## src/dbnr_pkg.sv

```systemverilog
// Package: shared constants, register indexes and result kind codes.
package dbnr_pkg;

    localparam int DEF_MAX_WIDTH  = 1024;
    localparam int DEF_MAX_HEIGHT = 1024;
    localparam int DEF_ROW_BANDS  = 3;
    localparam int DEF_COL_BANDS  = 5;

    localparam int PIXEL_W    = 8;
    localparam int CFG_W      = 11;
    localparam int CFG_IDX_W  = 1;
    localparam int BAND_IDX_W = 3;
    localparam int KIND_W     = 2;
    localparam int OUT_DATA_W = 16;

    localparam logic [CFG_W-1:0]   RESET_WIDTH  = 11'd640;
    localparam logic [CFG_W-1:0]   RESET_HEIGHT = 11'd480;
    localparam logic [PIXEL_W-1:0] DEPTH_FAR    = 8'hFF;

    localparam logic [CFG_IDX_W-1:0] REG_FRAME_WIDTH  = 1'b0;
    localparam logic [CFG_IDX_W-1:0] REG_FRAME_HEIGHT = 1'b1;

    typedef enum logic [KIND_W-1:0] {
        KIND_CELL = 2'd0,
        KIND_ROW  = 2'd1,
        KIND_COL  = 2'd2
    } t_kind;

endpackage

```

## src/depth_band_nearest_reduce_core.sv

```systemverilog
// Top level: depth band nearest reduction over a raster pixel stream.
// Takes one pixel per clock with no gaps: each pixel lands in an input
// register and from there updates the position counters and the grid, row
// band and column band minimum registers. At the last pixel of a
// frame the updated minimums are copied into a snapshot and the accumulators
// restart at once, so the next frame streams in while the snapshot drains
// ROW_BANDS*COL_BANDS + ROW_BANDS + COL_BANDS results, one per clock (23 with
// the default 3 x 5 grid), grid cells first, then row bands, then column
// bands, tlast on the final one. The input stalls only when a frame ends
// while the previous frame's results are still draining, which happens for
// frames of fewer pixels than results or when the output side holds back.
module depth_band_nearest_reduce_core #(
    parameter int MAX_WIDTH  = dbnr_pkg::DEF_MAX_WIDTH,
    parameter int MAX_HEIGHT = dbnr_pkg::DEF_MAX_HEIGHT,
    parameter int ROW_BANDS  = dbnr_pkg::DEF_ROW_BANDS,
    parameter int COL_BANDS  = dbnr_pkg::DEF_COL_BANDS
) (
    input  logic                          i_clk,
    input  logic                          i_rst_n,
    input  logic                          i_cfg_we,
    input  logic [dbnr_pkg::CFG_IDX_W-1:0] i_cfg_index,
    input  logic [dbnr_pkg::CFG_W-1:0]     i_cfg_data,
    input  logic                          i_s_axis_tvalid,
    output logic                          o_s_axis_tready,
    // [7:0] pixel
    input  logic [dbnr_pkg::PIXEL_W-1:0]   i_s_axis_tdata,
    output logic                          o_m_axis_tvalid,
    input  logic                          i_m_axis_tready,
    // [2:0] band_row, [5:3] band_col, [13:6] depth, [15:14] zero
    output logic [dbnr_pkg::OUT_DATA_W-1:0] o_m_axis_tdata,
    // [1:0] kind
    output logic [dbnr_pkg::KIND_W-1:0]    o_m_axis_tuser,
    output logic                          o_m_axis_tlast
);
    import dbnr_pkg::*;

    localparam int WB   = $clog2(MAX_WIDTH + 1);
    localparam int HB   = $clog2(MAX_HEIGHT + 1);
    localparam int CPW  = $clog2(MAX_WIDTH);
    localparam int RPW  = $clog2(MAX_HEIGHT);
    localparam int EWW  = (WB > CFG_W) ? WB : CFG_W;
    localparam int EHW  = (HB > CFG_W) ? HB : CFG_W;
    localparam int CSH  = $clog2(COL_BANDS);
    localparam int RSH  = $clog2(ROW_BANDS);
    localparam int KWC  = WB + CSH;
    localparam int KWR  = HB + RSH;
    localparam int RCPC = ((2 ** KWC) + COL_BANDS - 1) / COL_BANDS;
    localparam int RCPR = ((2 ** KWR) + ROW_BANDS - 1) / ROW_BANDS;
    localparam int CBW  = $clog2(COL_BANDS + 1);
    localparam int RBW  = $clog2(ROW_BANDS + 1);
    localparam int CIW  = (COL_BANDS > 1) ? $clog2(COL_BANDS) : 1;
    localparam int RIW  = (ROW_BANDS > 1) ? $clog2(ROW_BANDS) : 1;

    localparam logic [KWC:0] RECIP_C = (KWC + 1)'(RCPC);
    localparam logic [KWR:0] RECIP_R = (KWR + 1)'(RCPR);

    // configuration
    logic [CFG_W-1:0] r_width;
    logic [CFG_W-1:0] r_height;

    // input register
    logic               r_in_valid;
    logic [PIXEL_W-1:0] r_in_pixel;

    // position counters
    logic [CPW-1:0] r_col_pos, n_col_pos;
    logic [RPW-1:0] r_row_pos, n_row_pos;
    logic [CBW-1:0] r_col_band, n_col_band;
    logic [RBW-1:0] r_row_band, n_row_band;
    logic [CPW-1:0] r_col_off, n_col_off;
    logic [RPW-1:0] r_row_off, n_row_off;

    // accumulators and snapshot
    logic [PIXEL_W-1:0] r_cell [ROW_BANDS][COL_BANDS];
    logic [PIXEL_W-1:0] n_cell [ROW_BANDS][COL_BANDS];
    logic [PIXEL_W-1:0] r_rmin [ROW_BANDS];
    logic [PIXEL_W-1:0] n_rmin [ROW_BANDS];
    logic [PIXEL_W-1:0] r_cmin [COL_BANDS];
    logic [PIXEL_W-1:0] n_cmin [COL_BANDS];
    logic [PIXEL_W-1:0] r_snap_cell [ROW_BANDS][COL_BANDS];
    logic [PIXEL_W-1:0] r_snap_rmin [ROW_BANDS];
    logic [PIXEL_W-1:0] r_snap_cmin [COL_BANDS];

    // result sequencer
    logic           r_busy;
    t_kind          r_kind, n_kind;
    logic [RIW-1:0] r_seq_row, n_seq_row;
    logic [CIW-1:0] r_seq_col, n_seq_col;
    logic           seq_last;
    logic           out_hs;

    logic [EWW-1:0] width_ext;
    logic [EHW-1:0] height_ext;
    logic [WB-1:0]  w;
    logic [HB-1:0]  h;
    logic [WB+KWC:0] prod_w;
    logic [HB+KWR:0] prod_h;
    logic [WB-1:0]  band_w;
    logic [HB-1:0]  band_h;
    logic           in_col;
    logic           in_row;
    logic           col_last;
    logic           frame_last;
    logic           frame_end;
    logic           adv;
    logic [WB-1:0]  col_off_inc;
    logic [HB-1:0]  row_off_inc;
    logic [PIXEL_W-1:0] depth_sel;

    // effective dimensions and band sizes
    always_comb begin
        width_ext  = EWW'(r_width);
        height_ext = EHW'(r_height);
        if (r_width == '0) begin
            w = WB'(1);
        end else if (width_ext > EWW'(MAX_WIDTH)) begin
            w = WB'(MAX_WIDTH);
        end else begin
            w = WB'(width_ext);
        end
        if (r_height == '0) begin
            h = HB'(1);
        end else if (height_ext > EHW'(MAX_HEIGHT)) begin
            h = HB'(MAX_HEIGHT);
        end else begin
            h = HB'(height_ext);
        end
        prod_w = (WB + KWC + 1)'(w) * (WB + KWC + 1)'(RECIP_C);
        prod_h = (HB + KWR + 1)'(h) * (HB + KWR + 1)'(RECIP_R);
        band_w = prod_w[KWC +: WB];
        band_h = prod_h[KWR +: HB];
    end

    assign in_col     = (band_w != '0) && (r_col_band < CBW'(COL_BANDS));
    assign in_row     = (band_h != '0) && (r_row_band < RBW'(ROW_BANDS));
    assign col_last   = (WB'(r_col_pos) + WB'(1)) >= w;
    assign frame_last = (HB'(r_row_pos) + HB'(1)) >= h;
    assign frame_end  = col_last && frame_last;
    assign col_off_inc = WB'(r_col_off) + WB'(1);
    assign row_off_inc = HB'(r_row_off) + HB'(1);

    assign out_hs = r_busy && i_m_axis_tready;
    assign seq_last = (r_kind == KIND_COL) && (r_seq_col == CIW'(COL_BANDS - 1));
    assign adv = r_in_valid && (!frame_end || !r_busy || (out_hs && seq_last));
    assign o_s_axis_tready = !r_in_valid || adv;

    // position counter update
    always_comb begin
        n_col_pos  = r_col_pos;
        n_row_pos  = r_row_pos;
        n_col_band = r_col_band;
        n_row_band = r_row_band;
        n_col_off  = r_col_off;
        n_row_off  = r_row_off;
        if (!col_last) begin
            n_col_pos = r_col_pos + CPW'(1);
            if (in_col) begin
                if (col_off_inc >= band_w) begin
                    n_col_off  = '0;
                    n_col_band = r_col_band + CBW'(1);
                end else begin
                    n_col_off = CPW'(col_off_inc);
                end
            end
        end else begin
            n_col_pos  = '0;
            n_col_band = '0;
            n_col_off  = '0;
            if (!frame_last) begin
                n_row_pos = r_row_pos + RPW'(1);
                if (in_row) begin
                    if (row_off_inc >= band_h) begin
                        n_row_off  = '0;
                        n_row_band = r_row_band + RBW'(1);
                    end else begin
                        n_row_off = RPW'(row_off_inc);
                    end
                end
            end else begin
                n_row_pos  = '0;
                n_row_band = '0;
                n_row_off  = '0;
            end
        end
    end

    // running minimums with the current pixel
    always_comb begin
        for (int i = 0; i < ROW_BANDS; i++) begin
            for (int j = 0; j < COL_BANDS; j++) begin
                n_cell[i][j] = r_cell[i][j];
                if (in_row && in_col && (r_row_band == RBW'(i)) &&
                    (r_col_band == CBW'(j)) && (r_in_pixel < r_cell[i][j])) begin
                    n_cell[i][j] = r_in_pixel;
                end
            end
        end
        for (int i = 0; i < ROW_BANDS; i++) begin
            n_rmin[i] = r_rmin[i];
            if ((r_in_pixel != '0) && in_row && (r_row_band == RBW'(i)) &&
                (r_in_pixel < r_rmin[i])) begin
                n_rmin[i] = r_in_pixel;
            end
        end
        for (int j = 0; j < COL_BANDS; j++) begin
            n_cmin[j] = r_cmin[j];
            if ((r_in_pixel != '0) && in_col && (r_col_band == CBW'(j)) &&
                (r_in_pixel < r_cmin[j])) begin
                n_cmin[j] = r_in_pixel;
            end
        end
    end

    // configuration writes
    always_ff @(posedge i_clk) begin
        if (!i_rst_n) begin
            r_width  <= RESET_WIDTH;
            r_height <= RESET_HEIGHT;
        end else if (i_cfg_we) begin
            case (i_cfg_index)
                REG_FRAME_WIDTH:  r_width  <= i_cfg_data;
                REG_FRAME_HEIGHT: r_height <= i_cfg_data;
                default: ;
            endcase
        end
    end

    // input register
    always_ff @(posedge i_clk) begin
        if (!i_rst_n) begin
            r_in_valid <= 1'b0;
        end else if (o_s_axis_tready) begin
            r_in_valid <= i_s_axis_tvalid;
        end
        if (o_s_axis_tready) begin
            r_in_pixel <= i_s_axis_tdata;
        end
    end

    // accumulate, restart at frame end
    always_ff @(posedge i_clk) begin
        if (!i_rst_n) begin
            r_col_pos  <= '0;
            r_row_pos  <= '0;
            r_col_band <= '0;
            r_row_band <= '0;
            r_col_off  <= '0;
            r_row_off  <= '0;
            for (int i = 0; i < ROW_BANDS; i++) begin
                for (int j = 0; j < COL_BANDS; j++) begin
                    r_cell[i][j] <= DEPTH_FAR;
                end
                r_rmin[i] <= DEPTH_FAR;
            end
            for (int j = 0; j < COL_BANDS; j++) begin
                r_cmin[j] <= DEPTH_FAR;
            end
        end else if (adv) begin
            r_col_pos  <= n_col_pos;
            r_row_pos  <= n_row_pos;
            r_col_band <= n_col_band;
            r_row_band <= n_row_band;
            r_col_off  <= n_col_off;
            r_row_off  <= n_row_off;
            for (int i = 0; i < ROW_BANDS; i++) begin
                for (int j = 0; j < COL_BANDS; j++) begin
                    r_cell[i][j] <= frame_end ? DEPTH_FAR : n_cell[i][j];
                end
                r_rmin[i] <= frame_end ? DEPTH_FAR : n_rmin[i];
            end
            for (int j = 0; j < COL_BANDS; j++) begin
                r_cmin[j] <= frame_end ? DEPTH_FAR : n_cmin[j];
            end
        end
    end

    // snapshot of the finished frame
    always_ff @(posedge i_clk) begin
        if (adv && frame_end) begin
            for (int i = 0; i < ROW_BANDS; i++) begin
                for (int j = 0; j < COL_BANDS; j++) begin
                    r_snap_cell[i][j] <= n_cell[i][j];
                end
                r_snap_rmin[i] <= n_rmin[i];
            end
            for (int j = 0; j < COL_BANDS; j++) begin
                r_snap_cmin[j] <= n_cmin[j];
            end
        end
    end

    // result sequencer next state
    always_comb begin
        n_kind    = r_kind;
        n_seq_row = r_seq_row;
        n_seq_col = r_seq_col;
        if (out_hs) begin
            case (r_kind)
                KIND_CELL: begin
                    if (r_seq_col == CIW'(COL_BANDS - 1)) begin
                        n_seq_col = '0;
                        if (r_seq_row == RIW'(ROW_BANDS - 1)) begin
                            n_seq_row = '0;
                            n_kind    = KIND_ROW;
                        end else begin
                            n_seq_row = r_seq_row + RIW'(1);
                        end
                    end else begin
                        n_seq_col = r_seq_col + CIW'(1);
                    end
                end
                KIND_ROW: begin
                    if (r_seq_row == RIW'(ROW_BANDS - 1)) begin
                        n_seq_row = '0;
                        n_kind    = KIND_COL;
                    end else begin
                        n_seq_row = r_seq_row + RIW'(1);
                    end
                end
                KIND_COL: begin
                    n_seq_col = r_seq_col + CIW'(1);
                end
                default: begin
                    n_kind = KIND_CELL;
                end
            endcase
        end
    end

    always_ff @(posedge i_clk) begin
        if (!i_rst_n) begin
            r_busy    <= 1'b0;
            r_kind    <= KIND_CELL;
            r_seq_row <= '0;
            r_seq_col <= '0;
        end else if (adv && frame_end) begin
            r_busy    <= 1'b1;
            r_kind    <= KIND_CELL;
            r_seq_row <= '0;
            r_seq_col <= '0;
        end else if (out_hs && seq_last) begin
            r_busy    <= 1'b0;
            r_kind    <= KIND_CELL;
            r_seq_row <= '0;
            r_seq_col <= '0;
        end else begin
            r_kind    <= n_kind;
            r_seq_row <= n_seq_row;
            r_seq_col <= n_seq_col;
        end
    end

    // result outputs
    always_comb begin
        case (r_kind)
            KIND_CELL: depth_sel = r_snap_cell[r_seq_row][r_seq_col];
            KIND_ROW:  depth_sel = r_snap_rmin[r_seq_row];
            KIND_COL:  depth_sel = r_snap_cmin[r_seq_col];
            default:   depth_sel = DEPTH_FAR;
        endcase
        o_m_axis_tvalid = r_busy;
        o_m_axis_tuser  = r_kind;
        o_m_axis_tlast  = seq_last;
        o_m_axis_tdata  = {2'b00, depth_sel,
                           (r_kind == KIND_ROW) ? BAND_IDX_W'(0) : BAND_IDX_W'(r_seq_col),
                           (r_kind == KIND_COL) ? BAND_IDX_W'(0) : BAND_IDX_W'(r_seq_row)};
    end

endmodule

```

## config.mk

```make
export PLATFORM = sky130hd
export DESIGN_NAME = depth_band_nearest_reduce_core
export DESIGN_NICKNAME = d
export VERILOG_FILES = /design/src/dbnr_pkg.sv /design/src/depth_band_nearest_reduce_core.sv
export SDC_FILE = /design/constraint.sdc
export NUM_CORES = 1
export LEC_CHECK = 0
export ABC_AREA = 0
export BUFFER_PORTS_ARGS = -buffer_cell sky130_fd_sc_hd__clkbuf_2
export CAP_MARGIN = 40
export CORE_AREA = 2 2 272 274
export DETAILED_ROUTE_END_ITERATION = 16
export DIE_AREA = 0 0 274 276
export PLACE_DENSITY = 0.64
export SLEW_MARGIN = 20
export SYNTH_ARGS = -nofsm -noshare
export SYNTH_HDL_FRONTEND = slang
export SYNTH_SLANG_ARGS = --single-unit
```

## constraint.sdc

```tcl
create_clock -name i_clk -period 15.89 [get_ports i_clk]
set_input_delay 2.3835 -clock i_clk [delete_from_list [all_inputs] [get_ports i_clk]]
set_output_delay 2.3835 -clock i_clk [all_outputs]
set_load 0.05 [all_outputs]
```

Word-level counts from Yosys, hierarchy flattened
Memory sizes are Yosys's and may differ from the RTL's. A register that Yosys moved wholly into a read port is not among the register bits.
Index checks and enable logic that the tools add are counted.

storage, ports and cells
  register bits after elaboration = 84
  latch bits = 0
  memory bits (writable) = 368
  ROM bits = 0
  output and inout bits = 21
  logic and storage cells = 312
  memories = 6

operators by class
  add/sub/neg operators = 10
  multiply operators = 2
  divide/modulo/power cells = 0
  magnitude comparators = 32
  equality and inequality tests = 13
  shift-type cells = 0
  multiplexer cells = 116
  bitwise logic cells = 27
  reductions and logical operators = 92

memories
  name         words  bits a word  read ports  clocked after Yosys merged registers in  write ports  RTL line                              RTL
  r_cell       3      40           3           0                                        3            depth_band_nearest_reduce_core.sv:74  logic [PIXEL_W-1:0] r_cell [ROW_BANDS][COL_BANDS];
  r_snap_cell  3      40           1           1                                        3            depth_band_nearest_reduce_core.sv:80  logic [PIXEL_W-1:0] r_snap_cell [ROW_BANDS][COL_BANDS];
  r_cmin       5      8            5           0                                        5            depth_band_nearest_reduce_core.sv:78  logic [PIXEL_W-1:0] r_cmin [COL_BANDS];
  r_snap_cmin  5      8            1           1                                        5            depth_band_nearest_reduce_core.sv:82  logic [PIXEL_W-1:0] r_snap_cmin [COL_BANDS];
  r_rmin       3      8            3           0                                        3            depth_band_nearest_reduce_core.sv:76  logic [PIXEL_W-1:0] r_rmin [ROW_BANDS];
  r_snap_rmin  3      8            1           1                                        3            depth_band_nearest_reduce_core.sv:81  logic [PIXEL_W-1:0] r_snap_rmin [ROW_BANDS];

operators by type and width
  cell                                                                    number
  8-bit two-way mux                                                       71
  8-bit < comparator                                                      23
  10-bit two-way mux                                                      8
  1-bit logical AND                                                       60
  11-bit by 12-bit multiplier with 23-bit output (second input constant)  2
  10-bit by 1-bit adder with 11-bit output (second input constant)        4
  11-bit two-way mux                                                      4
  2-bit two-way mux                                                       13
  8-bit binary-select mux with 3-bit select                               1
  8-bit one-hot mux with 3 select lines                                   1
  1-bit OR                                                                23
  11-bit >= comparator                                                    2
  11-bit > comparator (second input constant)                             2
  11-bit zero test                                                        2
  11-bit nonzero test                                                     2
  3-bit two-way mux                                                       7
  10-bit by 1-bit adder with 10-bit output (second input constant)        2
  2-bit nonzero test                                                      7
  11-bit by 10-bit >= comparator with 1-bit output                        1
  11-bit by 9-bit >= comparator with 1-bit output                         1
  2-bit AND reduction                                                     5
  3-bit AND reduction                                                     3
  1-bit two-way mux                                                       8
  8-bit nonzero test                                                      1
  23 further kinds                                                        39

Depth between registers and ports, before layout
Gate-level depths: netlist of run 1.

  depth after elaboration = 13
  depth in mapped cells = 30
  depth with buffers taken out = 29

Worst setup path after synthesis of run 1
OpenSTA, ideal clock, no wires.

  path kind = input to register
  start = in i_m_axis_tready
  end = mem r_snap_cell[0][0] (netlist name), enable pin
  library setup time = 0.732 ns
  data arrival time = 11.099 ns
  data required time = 15.158 ns
  setup slack = 4.059 ns
  stages on the path = 8
  path through = nand2_1 -> nand2_1 -> nor3_1 -> or3b_1 -> clkbuf_1 -> buf_2 -> clkbuf_1 -> nor2_1

RTL lines
  element             RTL line                              RTL
  start: declaration  depth_band_nearest_reduce_core.sv:28  input logic i_m_axis_tready,
  end: declaration    depth_band_nearest_reduce_core.sv:80

==> results.md, run 1 <==
Critical path:
- The startpoint class of the critical path is a flop.
- Of all nets on the critical path, the largest fanout is 40.
- Data arrives at the worst endpoint at 8.09 ns.
- The critical path required time is 16.26 ns.
- The critical path class is reg2reg.
- The critical path capture point type is a flop.

Timing:
- The hold violation total from the final report is 0.
- The final total negative setup slack is 0 ns.
- The final setup slack of the worst path is between 8 and 9 ns.
- The max-slew violation count is 0.
- Between clock sinks in the finished design, the worst skew comes to 0.04429 ns.
- The worst slew margin relative to its limit is between 30% and 40%.
- The final critical-path required period is around 7.7 ns.
- The count of endpoints failing setup in the final report is 0.
- The ratio of final minimum period to clock period is 48.57%.
- Based on the critical path, the design can be clocked at up to 0.1296 GHz.
- Setup repair after global routing left no endpoint under its margin.
- The pin slew with the least headroom to its limit is 0.9017 ns.

Global route:
- Global routing consumed, over all layers together, around a fifth of the routing resources.
- The pin count of the biggest net entering global routing is 88.
- The number of antenna violations at the first check in global routing was 1.
- The global-route wire length before repair is 123,000 um.
- The total overflow left after global routing is 0.
- The number of global-route vias before repair is 21,901.

Synth:
- For this run, the number of Yosys warnings is 0.
- The fraction of the yosys area taken by sequential cells is around 40%.
- Counting every instance in the synthesized netlist gives just over 3,000.
- After synthesis the netlist holds a flip-flop and latch count of between 400 and 500.
- Ranked by instance count, the synthesized netlist is headed by 376 x sky130_fd_sc_hd__edfxtp_1, 351 x sky130_fd_sc_hd__ha_1, 337 x sky130_fd_sc_hd__inv_1.
- After synthesis, the share of flip-flops with an asynchronous set or reset is 0%.
- Among all flip-flop cells after synthesis, the most frequent one is sky130_fd_sc_hd__edfxtp_1.
- In this run the mean area of a mapped cell was 10.45 um^2.
- Sorting the synthesized cells by area gives the leading types as sky130_fd_sc_hd__edfxtp_1 35%, sky130_fd_sc_hd__ha_1 14%, sky130_fd_sc_hd__mux2i_1 5.2%, sky130_fd_sc_hd__dfxtp_1 5.0%, sky130_fd_sc_hd__fa_1 4.0%.
- The number of different library cells in the post-synthesis netlist is 84.
- After synthesis, the largest area contributor takes up between 30% and 40% of total cell area.
- The summed instance area of the synthesized netlist is approximately 32,000 um^2.
- The dominant cell by count in the synthesized netlist is sky130_fd_sc_hd__edfxtp_1.
- Counting flops with a built-in enable in the synthesized netlist gives 376.
- Of all cell types, the one taking the most synthesized area is sky130_fd_sc_hd__edfxtp_1.

Clock tree:
- The number of buffers created by CTS is between 50 and 60.
- Once the clock tree was built, the setup fixing pass inserted 0 buffers.
- The H-tree was split into 2 levels.
- For the worst-skew pair, the clock arrives at the later sink with an insertion delay of 0.63 ns.
- Clock tree synthesis found a total of ~460 sinks.
- Counting along the longest clock path gives a buffer depth of 3.
- The tree is rooted in a sky130_fd_sc_hd__clkbuf_16.
- The cts-stage hold buffer count is 0.
- The clock-pin slew on the worst setup and hold paths is 0.07 ns.
- TritonCTS built the clock tree.
- Post-CTS repair changed the size of 0 cells.

Routing:
- The routed layout has 22,752 vias.
- The total wire length after detailed routing is ~78,000 um.
- In the routed design, unresolved DRC markers number 0.
- Using the TritonRoute via totals, the vias-per-cell ratio works out to around 5.6.
- The final routed wire length divided by cell count is 18.96 um.
- The detail route stage leaves a number of antenna-violating nets equal to 0.
- The first TritonRoute pass finished after 5 iterations.
- In this run, the number of DRC markers left after iteration 0 of detailed routing was approximately 1,700.

Floorplanning:
- The die area is roughly 76,000 um^2.
- The count of standard-cell rows is 99.
- The y dimension of the die is 276 um.
- For this design the top-level I/O count stands at 46.
- The initial core utilization is between 40% and 50%.
- The core region is ~73,000 um^2.
- The die span in x is between 200 and 300 um.

Final layout:
- The number of antenna repair diodes is 0.
- The count of filler cells inserted in the layout is ~6,700.
- The share of cells above drive strength 1 is ~12%.
- The count of non-filler cells in the finished layout is between 4,000 and 5,000.
- From synthesis to final layout, the design area changed by 9.416%.
- The final net count is ~3,500.

Place:
- The post-placement setup slack is between 8 and 9 ns.
- The half-perimeter wire length of the detailed placement result is 53,610 um.
- Including well taps, the total number of placed cells is around 4,000.
- The quantity of I/O buffers inserted on ports is 42.
- The final weighted congestion in routability-driven placement is around 0.84.

Run:
- The number of max-cap violations is 0.

Power:
- Power comes to approximately 3.5 mW.
- VDD sags by at most about 0.085 mV.
- The analysis attributes to cell leakage a power of 15.74 nW.
- The cell area power density is ~99 nW/um^2.

Status:
- The flow ran to the end, and the final reports show no timing, DRC or antenna violations.

Worst hold path:
- The class of the tightest hold or removal check is reg2reg.
[cell type report]
class | count | area [um^2] | area share [%]
clock buffers | 60 | 1373 | 3.877
repair buffers | 95 | 689.4 | 1.947
multi-input cells | 2145 | 17450 | 49.30
flip-flops and latches | 457 | 12920 | 36.48
well taps | 959 | 1200 | 3.389
clock inverters | 35 | 489.2 | 1.382
inverters | 340 | 1284 | 3.626
[metrics by stage]
| stage | hold slack (ns) | cell area, um^2 | utilization (%) |
|---|---|---|---|
| floorplan | 0.4344 | 32360 | - |
| global placement | 0.4437 | 33360 | 45.95 |
| detailed placement | 0.4497 | 33500 | 46.15 |
| CTS | 0.4578 | 35360 | 48.72 |
| global route | 0.5103 | 35400 | 48.77 |
| finish | 0.4602 | 35400 | 48.77 |
[kinds of logic (layout without fill, tap and decap cells)]
family	count (synthesis)	count (layout)	synth area share (%)
AOI/OAI and AO/OA	585	585	11.78
adders and majority gates	415	415	17.53
and+or+nand+nor	779	779	11.90
xor gates and xnor gates	44	44	1.214
buffers and inverters	496	530	6.229
muxes	319	319	11.43
other	1	3	0.01159
DFF	457	457	39.91
[per-layer routing]
metal  track usage, %  part of all wire, %  up-vias
met2            31.66                   45      542
met5                0                    0        -
met3            2.458                  5.6       79
met4            4.250                  1.6        0
met1            30.36                   48    11010
li1                 -                    -    11121
[sequential cells by signal (all words and copies together) (netlist names), named ones only]
| signal | flops |
|---|---|
| height_ext | 11 |
| o_m_axis_tuser | 2 |
| o_m_axis_tvalid | 1 |
| r_cell | 120 |
| r_cmin | 40 |
| r_col_band | 3 |
| r_col_off | 10 |
| r_col_pos | 10 |
| r_in_pixel | 8 |
| r_in_valid | 1 |
| r_rmin | 24 |
| r_row_band | 2 |
| r_row_off | 10 |
| r_row_pos | 10 |
| r_seq_col | 3 |
| r_seq_row | 2 |
| r_snap_cell | 120 |
| r_snap_cmin | 40 |
| r_snap_rmin | 24 |
| r_width | 11 |
[worst max-delay path, cell delays in order, from the launching register on]
cell and delay [ns]:
sky130_fd_sc_hd__dfxtp_1 0.45, sky130_fd_sc_hd__clkinv_1 0.32, sky130_fd_sc_hd__nand2_1 0.24, sky130_fd_sc_hd__inv_1 0.09
sky130_fd_sc_hd__ha_1 0.31, sky130_fd_sc_hd__inv_1 0.08, sky130_fd_sc_hd__fa_1 0.48, sky130_fd_sc_hd__inv_1 0.09
sky130_fd_sc_hd__fa_1 0.54, sky130_fd_sc_hd__inv_1 0.05, sky130_fd_sc_hd__fa_1 0.52, sky130_fd_sc_hd__inv_1 0.06
sky130_fd_sc_hd__fa_1 0.48, sky130_fd_sc_hd__ha_1 0.39, sky130_fd_sc_hd__a21oi_1 0.19, sky130_fd_sc_hd__inv_1 0.07
sky130_fd_sc_hd__a211oi_2 0.34, sky130_fd_sc_hd__nand2_1 0.10, sky130_fd_sc_hd__o311a_1 0.37, sky130_fd_sc_hd__or3_4 0.36
sky130_fd_sc_hd__nor3_4 0.16, sky130_fd_sc_hd__buf_4 0.58, sky130_fd_sc_hd__or3_1 0.75, sky130_fd_sc_hd__mux2_2 0.41
[cell usage in the layout (no fill, tap or decap), types with 19 or more instances in the layout]
| master | Yosys | routed |
|---|---|---|
| sky130_fd_sc_hd__or4_1 | 20 | 20 |
| sky130_fd_sc_hd__mux2_2 | 108 | 108 |
| sky130_fd_sc_hd__clkbuf_2 | 0 | 42 |
| sky130_fd_sc_hd__or3_1 | 28 | 28 |
| sky130_fd_sc_hd__ha_1 | 351 | 351 |
| sky130_fd_sc_hd__a211oi_1 | 40 | 40 |
| sky130_fd_sc_hd__nor2_1 | 241 | 240 |
| sky130_fd_sc_hd__dfxtp_1 | 81 | 78 |
| sky130_fd_sc_hd__a21boi_0 | 28 | 28 |
| sky130_fd_sc_hd__clkbuf_16 | 0 | 53 |
| sky130_fd_sc_hd__nand3_1 | 140 | 140 |
| sky130_fd_sc_hd__nand2_1 | 165 | 165 |
| sky130_fd_sc_hd__a21oi_1 | 115 | 114 |
| sky130_fd_sc_hd__xnor2_1 | 24 | 24 |
| sky130_fd_sc_hd__inv_1 | 337 | 336 |
| sky130_fd_sc_hd__nor3_1 | 37 | 37 |
| sky130_fd_sc_hd__xor2_1 | 19 | 19 |
| sky130_fd_sc_hd__fa_1 | 64 | 64 |
| sky130_fd_sc_hd__nand2b_1 | 43 | 43 |
| sky130_fd_sc_hd__buf_4 | 9 | 43 |
| sky130_fd_sc_hd__a21o_1 | 108 | 108 |
| sky130_fd_sc_hd__mux2i_1 | 167 | 167 |
| sky130_fd_sc_hd__mux4_2 | 24 | 24 |
| sky130_fd_sc_hd__edfxtp_1 | 376 | 376 |
| sky130_fd_sc_hd__o21ai_0 | 159 | 159 |
| sky130_fd_sc_hd__o211ai_1 | 49 | 49 |
[final timing paths]
path | startpoint | to | slack, ns | cells past startpoint
max | height_ext[10]$_SDFFE_PN0P_ | r_snap_cell[1][18]$_DFFE_PP_ | 8.17 | 23
min | r_col_off[9]$_SDFFE_PN0P_ | r_col_off[9]$_SDFFE_PN0P_ | 0.46 | 2
max reg2reg | height_ext[10]$_SDFFE_PN0P_ | r_snap_cell[1][18]$_DFFE_PP_ | 8.17 | 23
min reg2reg | r_col_off[9]$_SDFFE_PN0P_ | r_col_off[9]$_SDFFE_PN0P_ | 0.46 | 2
[power by group]
part / internal (mW) / switching, mW
logic: 0.351 / 0.558
clock network: 0.785 / 0.520
registers: 1.30 / 0.00801
total: 2.44 / 1.09
No activity file was read; power rests on OpenSTA's default activity.
==> run 2, diff against run 1 <==
--- a/config.mk
+++ b/config.mk
@@ -11,7 +11,7 @@
 export CORE_AREA = 2 2 272 274
 export DETAILED_ROUTE_END_ITERATION = 16
 export DIE_AREA = 0 0 274 276
-export PLACE_DENSITY = 0.64
+export PLACE_DENSITY = 0.66
 export SLEW_MARGIN = 20
 export SYNTH_ARGS = -nofsm -noshare
 export SYNTH_HDL_FRONTEND = slang
==> constraint.sdc (replaced) <==
create_clock -name i_clk -period 6.8 [get_ports i_clk]
set_input_delay 1.02 -clock i_clk [delete_from_list [all_inputs] [get_ports i_clk]]
set_output_delay 1.02 -clock i_clk [all_outputs]
set_load 0.05 [all_outputs]
==> results.md, run 2 (synthesis results as in run 1) <==
Floorplanning:
- For this configuration, the core starts out at a cell density of between 40% and 50%.
- In this run the standard cell core region covers ~73,000 um^2.
- Measured along the x axis, the die boundary spans between 200 and 300 um.
- The die covers 75,620 um^2.
- The y dimension of the die is 276 um.
- The I/O pin count is 46.
- The floorplan has around 100 rows.

Clock tree:
- The H-tree level count is 2.
- The number of buffers created by CTS is 52.
- TritonCTS built the clock tree.
- After clock tree synthesis, the clock-pin slew on the worst setup and hold paths is roughly 0.06 ns.
- In this run, post-CTS hold repair placed 0 buffers.
- The clock reaches the later pin of the worst-skew pair after about 0.64 ns.
- In this run the deepest clock path goes through 3 buffers.
- The number of clock sinks seen by CTS is between 400 and 500.
- The CTS root buffer is sky130_fd_sc_hd__clkbuf_16.

Routing:
- The total via count in the routed design is between 20,000 and 25,000.
- In the routed design, unresolved DRC markers number 0.
- The total wire length after detailed routing is about 80,000 um.
- The final routed wire length divided by cell count is about 19 um.
- The count of nets left with antenna violations once routing finished came out at 0.
- For this block, the initial DRC count from the detailed router was ~1,900.
- The iteration count of the initial detailed-routing pass is 6.
- The ratio of routed vias to standard cells is roughly 5.6.

Status:
- The flow ran to the end, and the final reports show no timing, DRC or antenna violations.

Global route:
- The number of global-route vias before repair is 22,105.
- The number of antenna violations at the first check in global routing is 1.
- Global routing finished with a remaining overflow of 0.
- The pin count of the biggest net entering global routing is approximately 130.
- The all-layer global routing usage is about a fifth.
- The first global-routing pass estimated between 100,000 and 150,000 um of wire.

Place:
- The quantity of I/O buffers inserted on ports is between 40 and 50.
- The final weighted congestion in routability-driven placement is around 0.86.
- The half-perimeter wire length of the detailed placement result is 54,630 um.

Final layout:
- The share of cells above drive strength 1 is between 10% and 20%.
- The count of filler cells inserted in the layout is approximately 6,700.
- The final net count is around 3,600.
- The area growth from synthesis to layout is 11.08%.
- The largest registers in the layout are r_cell x120, r_snap_cell x120.
- Leaving out fill and tap cells, the most frequent cells in the layout are 376 x sky130_fd_sc_hd__edfxtp_1, 350 x sky130_fd_sc_hd__ha_1, 335 x sky130_fd_sc_hd__inv_1.
- Leaving out fill and tap cells, the most frequent cell in the layout is sky130_fd_sc_hd__edfxtp_1.
- The repair_antennas step left the layout with diodes totalling 0.

Timing:
- Clock skew on the completed layout was measured at a little over 0.03 ns.
- The worst hold margin is around 0.46 ns.
- Setup repair after global routing left no endpoint under its margin.
- The final total negative setup slack is 0 ns.
- The clock period could shrink to between 6 and 7 ns.
- The hold violation total from the final report came to 0.
- The fmax is between 0.15 and 0.2 GHz.
- The worst slew margin relative to its limit is between 40% and 50%.
- The max-slew violation count was 0.
- Of the available clock period, the critical path in the final layout requires ~95%.
- Setup violations remaining at the end of the flow were counted as 0.
- The pin slew with the least headroom to its limit is 0.8728 ns.

Critical path:
- The depth of the most critical reg-to-reg path is 25.
- The destination of the worst register-to-register timing path is r_row_off[7]$_SDFFE_PN0P_.
- At the worst endpoint, the required time is 7.32 ns.
- The start of the worst register-to-register path is height_ext[10]$_SDFFE_PN0P_.
- The critical path capture point type is a flop.
- The startpoint class of the critical path is a flop.
- STA puts the critical path data arrival time at 6.96 ns.
- The highest fanout seen on the critical path is 7.
- The critical path class is reg2reg.
- The setup slack of the worst register-to-register path is around 0.36 ns.

Worst hold path:
- In this run the most critical hold path is launched from r_col_off[9]$_SDFFE_PN0P_.
- In this run the worst hold path is classified as reg2reg.
- The end point of the most critical hold path is r_col_off[9]$_SDFFE_PN0P_.
- The hold path depth is 2.

Power:
- The analysis attributes to cell leakage a power of roughly 16 nW.
- The cell area power density is around 230 nW/um^2.
- Across the VDD grid, the largest voltage drop is 0.1988 mV.
- The design draws about 8.2 mW.

Run:
- The number of max-cap violations is 0.
[run 2: cell count changes in the layout (fill, tap and decap cells not counted), moves of 3 or more]
cell and change:
sky130_fd_sc_hd__or3_1 -3, sky130_fd_sc_hd__bufinv_16 -7, sky130_fd_sc_hd__buf_4 +55, sky130_fd_sc_hd__or3_4 +3, sky130_fd_sc_hd__clkinv_1 -8, sky130_fd_sc_hd__a211oi_2 +3, sky130_fd_sc_hd__buf_2 -3, sky130_fd_sc_hd__clkbuf_8 +6
sky130_fd_sc_hd__a211oi_1 -4, sky130_fd_sc_hd__nor2_1 -5, sky130_fd_sc_hd__buf_12 +6, sky130_fd_sc_hd__nor2_2 +5, sky130_fd_sc_hd__clkbuf_1 +14
[run 2: area by class of cell]
type                            instances  area (um^2)  area share [%]
Multi-Input combinational cell       2145        17630           49.04
Sequential cell                       457        12920           35.94
Clock buffer                           80         1508           4.195
Inverter                              340         1285           3.575
Tap cell                              959         1200           3.338
Timing Repair Buffer                  154         1187           3.304
Clock inverter                         16        220.2          0.6127
[run 2: through the flow]
stage | cells | util (%) | worst slack, ns | cell area (um^2)
2_1_floorplan | 3098 | - | 0.05703 | 32380
3_3_place_gp | 4034 | 46.62 | 0.1134 | 33840
3_5_place_dp | 4036 | 46.65 | 0.006346 | 33860
4_1_cts | 4132 | 49.05 | 0.03489 | 35600
5_1_grt | 4151 | 49.52 | 0.009517 | 35940
6_report | 4151 | 49.52 | 0.3635 | 35940
[run 2: worst max path at each step]
stage	start	cells past startpoint	endpoint
finish	height_ext[10]$_SDFFE_PN0P_	25	r_row_off[7]$_SDFFE_PN0P_
global route	r_width[10]$_SDFFE_PN0P_	28	r_col_band[2]$_SDFFE_PN0P_
CTS	height_ext[10]$_SDFFE_PN0P_	28	r_row_off[8]$_SDFFE_PN0P_
detailed placement	height_ext[10]$_SDFFE_PN0P_	24	r_cell[0][60]$_SDFFCE_PP1P_
global placement	height_ext[10]$_SDFFE_PN0P_	26	r_row_off[2]$_SDFFE_PN0P_
floorplan	r_row_pos[0]$_SDFFE_PN0P_	16	r_cell[0][0]$_SDFFCE_PP1P_
[run 2: critical path, cell delays in order (launching register included)]
cell                       delay, ns
sky130_fd_sc_hd__dfxtp_1        0.31
sky130_fd_sc_hd__buf_4          0.16
sky130_fd_sc_hd__nor2b_2        0.24
sky130_fd_sc_hd__ha_1           0.29
sky130_fd_sc_hd__inv_1          0.08
sky130_fd_sc_hd__fa_1           0.44
sky130_fd_sc_hd__fa_1           0.54
sky130_fd_sc_hd__fa_1           0.45
sky130_fd_sc_hd__fa_1           0.55
sky130_fd_sc_hd__inv_1          0.04
sky130_fd_sc_hd__ha_1           0.36
sky130_fd_sc_hd__nand4_1        0.21
sky130_fd_sc_hd__nor2_1         0.09
sky130_fd_sc_hd__a211oi_2       0.34
sky130_fd_sc_hd__nor4b_2        0.10
sky130_fd_sc_hd__or3_1          0.33
sky130_fd_sc_hd__and2_1         0.19
sky130_fd_sc_hd__ha_1           0.28
sky130_fd_sc_hd__and4_1         0.23
sky130_fd_sc_hd__a21oi_1        0.08
sky130_fd_sc_hd__o211ai_1       0.11
sky130_fd_sc_hd__a31oi_2        0.07
sky130_fd_sc_hd__or3_1          0.36
sky130_fd_sc_hd__o221ai_4       0.21
sky130_fd_sc_hd__buf_4          0.20
sky130_fd_sc_hd__a21oi_1        0.05
[run 2: layer usage]
metal	part of all wire [%]	global-route usage [%]	vias up
met3	6.1	3.057	96
met4	1.8	4.473	0
met5	0	0	-
li1	-	-	11235
met2	44	31.84	653
met1	48	31.28	11282
[run 2: timing repair]
| item | 4_1_cts | 5_1_grt |
|---|---|---|
| buffers inserted | 0 | 10 |
| resized for setup | 2 | 33 |
| pin swaps | 0 | 7 |
| gates cloned | 0 | 1 |
| setup endpoints to repair | 12 | 358 |
[run 2: power breakdown]
part	switching [mW]	total [mW]	internal, mW	leakage (nW)
clock network	1.23	2.88	1.65	0.839
registers	0.0204	3.06	3.04	3.67
logic	1.37	2.28	0.907	11.5
==> run 3, diff against run 2 <==
--- a/config.mk
+++ b/config.mk
@@ -8,10 +8,10 @@
 export ABC_AREA = 0
 export BUFFER_PORTS_ARGS = -buffer_cell sky130_fd_sc_hd__clkbuf_2
 export CAP_MARGIN = 40
-export CORE_AREA = 2 2 272 274
+export CORE_AREA = 10 10 280 282
 export DETAILED_ROUTE_END_ITERATION = 16
-export DIE_AREA = 0 0 274 276
-export PLACE_DENSITY = 0.66
+export DIE_AREA = 0 0 290 292
+export PLACE_DENSITY = 0.63
 export SLEW_MARGIN = 20
 export SYNTH_ARGS = -nofsm -noshare
 export SYNTH_HDL_FRONTEND = slang
==> results.md, run 3 (synthesis results as in run 1) <==
Status:
- The run finished with clean final reports.

Final layout:
- The share of cells above drive strength 1 is between 10 and 15%.
- The filler cells instantiated in the layout total about 6,600.
- Leaving out fill and tap cells, the most frequent cells in the layout are 376 x sky130_fd_sc_hd__edfxtp_1, 343 x sky130_fd_sc_hd__ha_1, 332 x sky130_fd_sc_hd__inv_1.
- The final net count is roughly 3,600.
- In the final layout, the registers with the most flip-flops are r_cell x120, r_snap_cell x120.
- The number of antenna repair diodes is 0.
- The footprint of the multi-input gates is between 15,000 and 20,000 um^2.
- Leaving out fill and tap cells, the most frequent cell in the layout is sky130_fd_sc_hd__edfxtp_1.
- Once layout is complete, the utilization of the core stands at between 40% and 50%.
- The area growth from synthesis to layout is 10.83%.
- The register area is roughly 13,000 um^2.

Routing:
- For this run, the detailed router's first-pass iteration total came to 5.
- The top layer reached by signal wires is met4.
- The routed design uses approximately 38,000 um of met2 wire.
- The detailed router placed 23,521 vias in this run.
- The total wire length after detailed routing is about 83,000 um.
- The ratio of routed vias to standard cells is between 5 and 6.
- The initial detailed-routing violation count is 1,658.
- The final routed DRC violation total is 0.
- The final routed wire length divided by cell count is ~20 um.
- The total met3 wirelength after detailed routing is roughly 4600 um.
- The final antenna-violating net count is 0.
- The detailed-routing wirelength on met1 is roughly 39,000 um.

Clock tree:
- The number of buffers created by CTS is between 50 and 60.
- The tree is rooted in a sky130_fd_sc_hd__clkbuf_16.
- Clock-pin slew was measured on the worst setup and hold paths at around 0.06 ns.
- TritonCTS built the clock tree.
- The clock reaches the later pin of the worst-skew pair after between 0.6 and 0.7 ns.
- CTS built an H-tree with a depth of 2.
- The number of clock sinks seen by CTS is 457.
- The longest clock path from root to sink contains 3 buffers.

Global route:
- The total congestion overflow after global routing is 0.
- For this run, the total global-route usage over all layers was measured as 18.94%.
- The first global-routing pass estimated 131,300 um of wire.
- The number of antenna violations at the first check in global routing is 0.
- The number of global-route vias before repair came to 23,524.
- The pin count of the biggest net entering global routing is roughly 190.

Timing:
- The count of endpoints failing setup in the final report is 0.
- The worst slew margin relative to its limit is around two fifths.
- The final setup slack of the worst path is around 0.28 ns.
- The pin slew with the least headroom to its limit is around 0.90 ns.
- The final critical-path required period is approximately 6.5 ns.
- Across the routed clock network, the largest skew measured is around 0.025 ns.
- The max-slew violation count is 0.
- The hold violation total from the final report was 0.
- The ratio of final minimum period to clock period is a little over nine tenths.
- The fmax is between 0.15 and 0.2 GHz.

Critical path:
- The critical path required time is 7.16 ns.
- The worst setup path is launched from a flop.
- Data on the critical path arrives at its endpoint at 6.88 ns.
- The setup slack of the worst register-to-register path is about 0.28 ns.
- The critical path class is reg2reg.
- The critical path capture point type is a flop.
- The depth of the most critical reg-to-reg path is 25.
- Along the worst path, the maximum fanout reaches 11.

Floorplanning:
- The area of the core region is about 73,000 um^2.
- The die span in x is approximately 290 um.
- Pin placement for this block handled 46 I/O pins.
- The floorplan has between 90 and 100 rows.
- The die area is between 80,000 and 90,000 um^2.
- The initial core utilization is 44.58%.
- The y dimension of the die is a little under 300 um.

Place:
- The half-perimeter wire length of the detailed placement result is ~57,000 um.
- Buffers placed on the I/O ports in this run total 42.
- At the end of routability-driven placement, the weighted congestion stood at 0.8724.
- The post-placement setup slack is 0.06329 ns.

Run:
- The number of max-cap violations is 0.

Power:
- The leakage component of the power is about 16 nW.
- Summing internal, switching and leakage power gives 8.052 mW.
- Across the VDD grid, the largest voltage drop is ~0.18 mV.
- The cell area power density is 224.5 nW/um^2.

Worst hold path:
- Counting instances, the worst hold path has a depth of 2.
- The class of the tightest hold or removal check is reg2reg.
## run 3: repair_timing
item | CTS | global route
hold buffers | 0 | 0
endpoints found under the setup margin | 0 | 195
resized for setup | 0 | 54
buffers inserted | 0 | 12
## run 3: critical path, stage by stage (launching register included)
cell                        delay [ns]
sky130_fd_sc_hd__dfxtp_1          0.33
sky130_fd_sc_hd__clkinv_1         0.10
sky130_fd_sc_hd__buf_4            0.18
sky130_fd_sc_hd__nand2_1          0.10
sky130_fd_sc_hd__inv_2            0.07
sky130_fd_sc_hd__ha_4             0.23
sky130_fd_sc_hd__fa_1             0.51
sky130_fd_sc_hd__inv_1            0.05
sky130_fd_sc_hd__fa_1             0.48
sky130_fd_sc_hd__fa_1             0.51
sky130_fd_sc_hd__fa_1             0.51
sky130_fd_sc_hd__inv_1            0.04
sky130_fd_sc_hd__ha_2             0.37
sky130_fd_sc_hd__nand4_1          0.19
sky130_fd_sc_hd__buf_4            0.20
sky130_fd_sc_hd__nor3_1           0.23
sky130_fd_sc_hd__a32oi_2          0.11
sky130_fd_sc_hd__nor3b_4          0.19
sky130_fd_sc_hd__o211a_1          0.25
sky130_fd_sc_hd__or3_4            0.41
sky130_fd_sc_hd__nor3_4           0.26
sky130_fd_sc_hd__buf_4            0.19
sky130_fd_sc_hd__clkbuf_16        0.22
sky130_fd_sc_hd__nor3_2           0.06
sky130_fd_sc_hd__buf_4            0.18
sky130_fd_sc_hd__mux2_2           0.28
## run 3: worst paths after layout
| check | startpoint | to |
|---|---|---|
| worst max-delay path | height_ext[10]$_SDFFE_PN0P_ | r_snap_cell[1][4]$_DFFE_PP_ |
| worst min-delay path | r_col_off[9]$_SDFFE_PN0P_ | r_col_off[9]$_SDFFE_PN0P_ |
| worst min register to register | r_col_off[9]$_SDFFE_PN0P_ | r_col_off[9]$_SDFFE_PN0P_ |
| worst max register to register | height_ext[10]$_SDFFE_PN0P_ | r_snap_cell[1][4]$_DFFE_PP_ |
## run 3: per-stage QoR
stage               instance area, um^2  cells  hold slack (ns)  setup TNS (ns)
floorplan                         32380   3098           0.4344               0
global placement                  33730   4015           0.4468               0
detailed placement                33860   4025           0.4454               0
CTS                               35390   4118           0.4549               0
global route                      35860   4139           0.4831         -0.2918
finish                            35860   4139           0.4546               0
## run 3: routing by layer
layer | up-vias | global-route usage [%]
met3 | 101 | 2.240
met5 | - | 0
met1 | 11514 | 26.73
li1 | 11224 | -
met2 | 682 | 30.73
met4 | 0 | 4.209
## run 3: layout make-up
cell class                      instances  area share [%]
Multi-Input combinational cell       2145           49.36
Clock buffer                           71           3.880
Sequential cell                       457           36.02
Inverter                              340           3.569
Clock inverter                         22          0.3803
Tap cell                              959           3.346
Timing Repair Buffer                  145           3.451
## run 3: power breakdown
group          leakage (nW)  switching (mW)  internal [mW]  total, mW
Sequential             3.67          0.0184           3.04       3.06
Combinational          11.5            1.43          0.969       2.40
Clock                 0.735            1.17           1.43       2.60
Total                  15.9            2.61           5.44       8.05
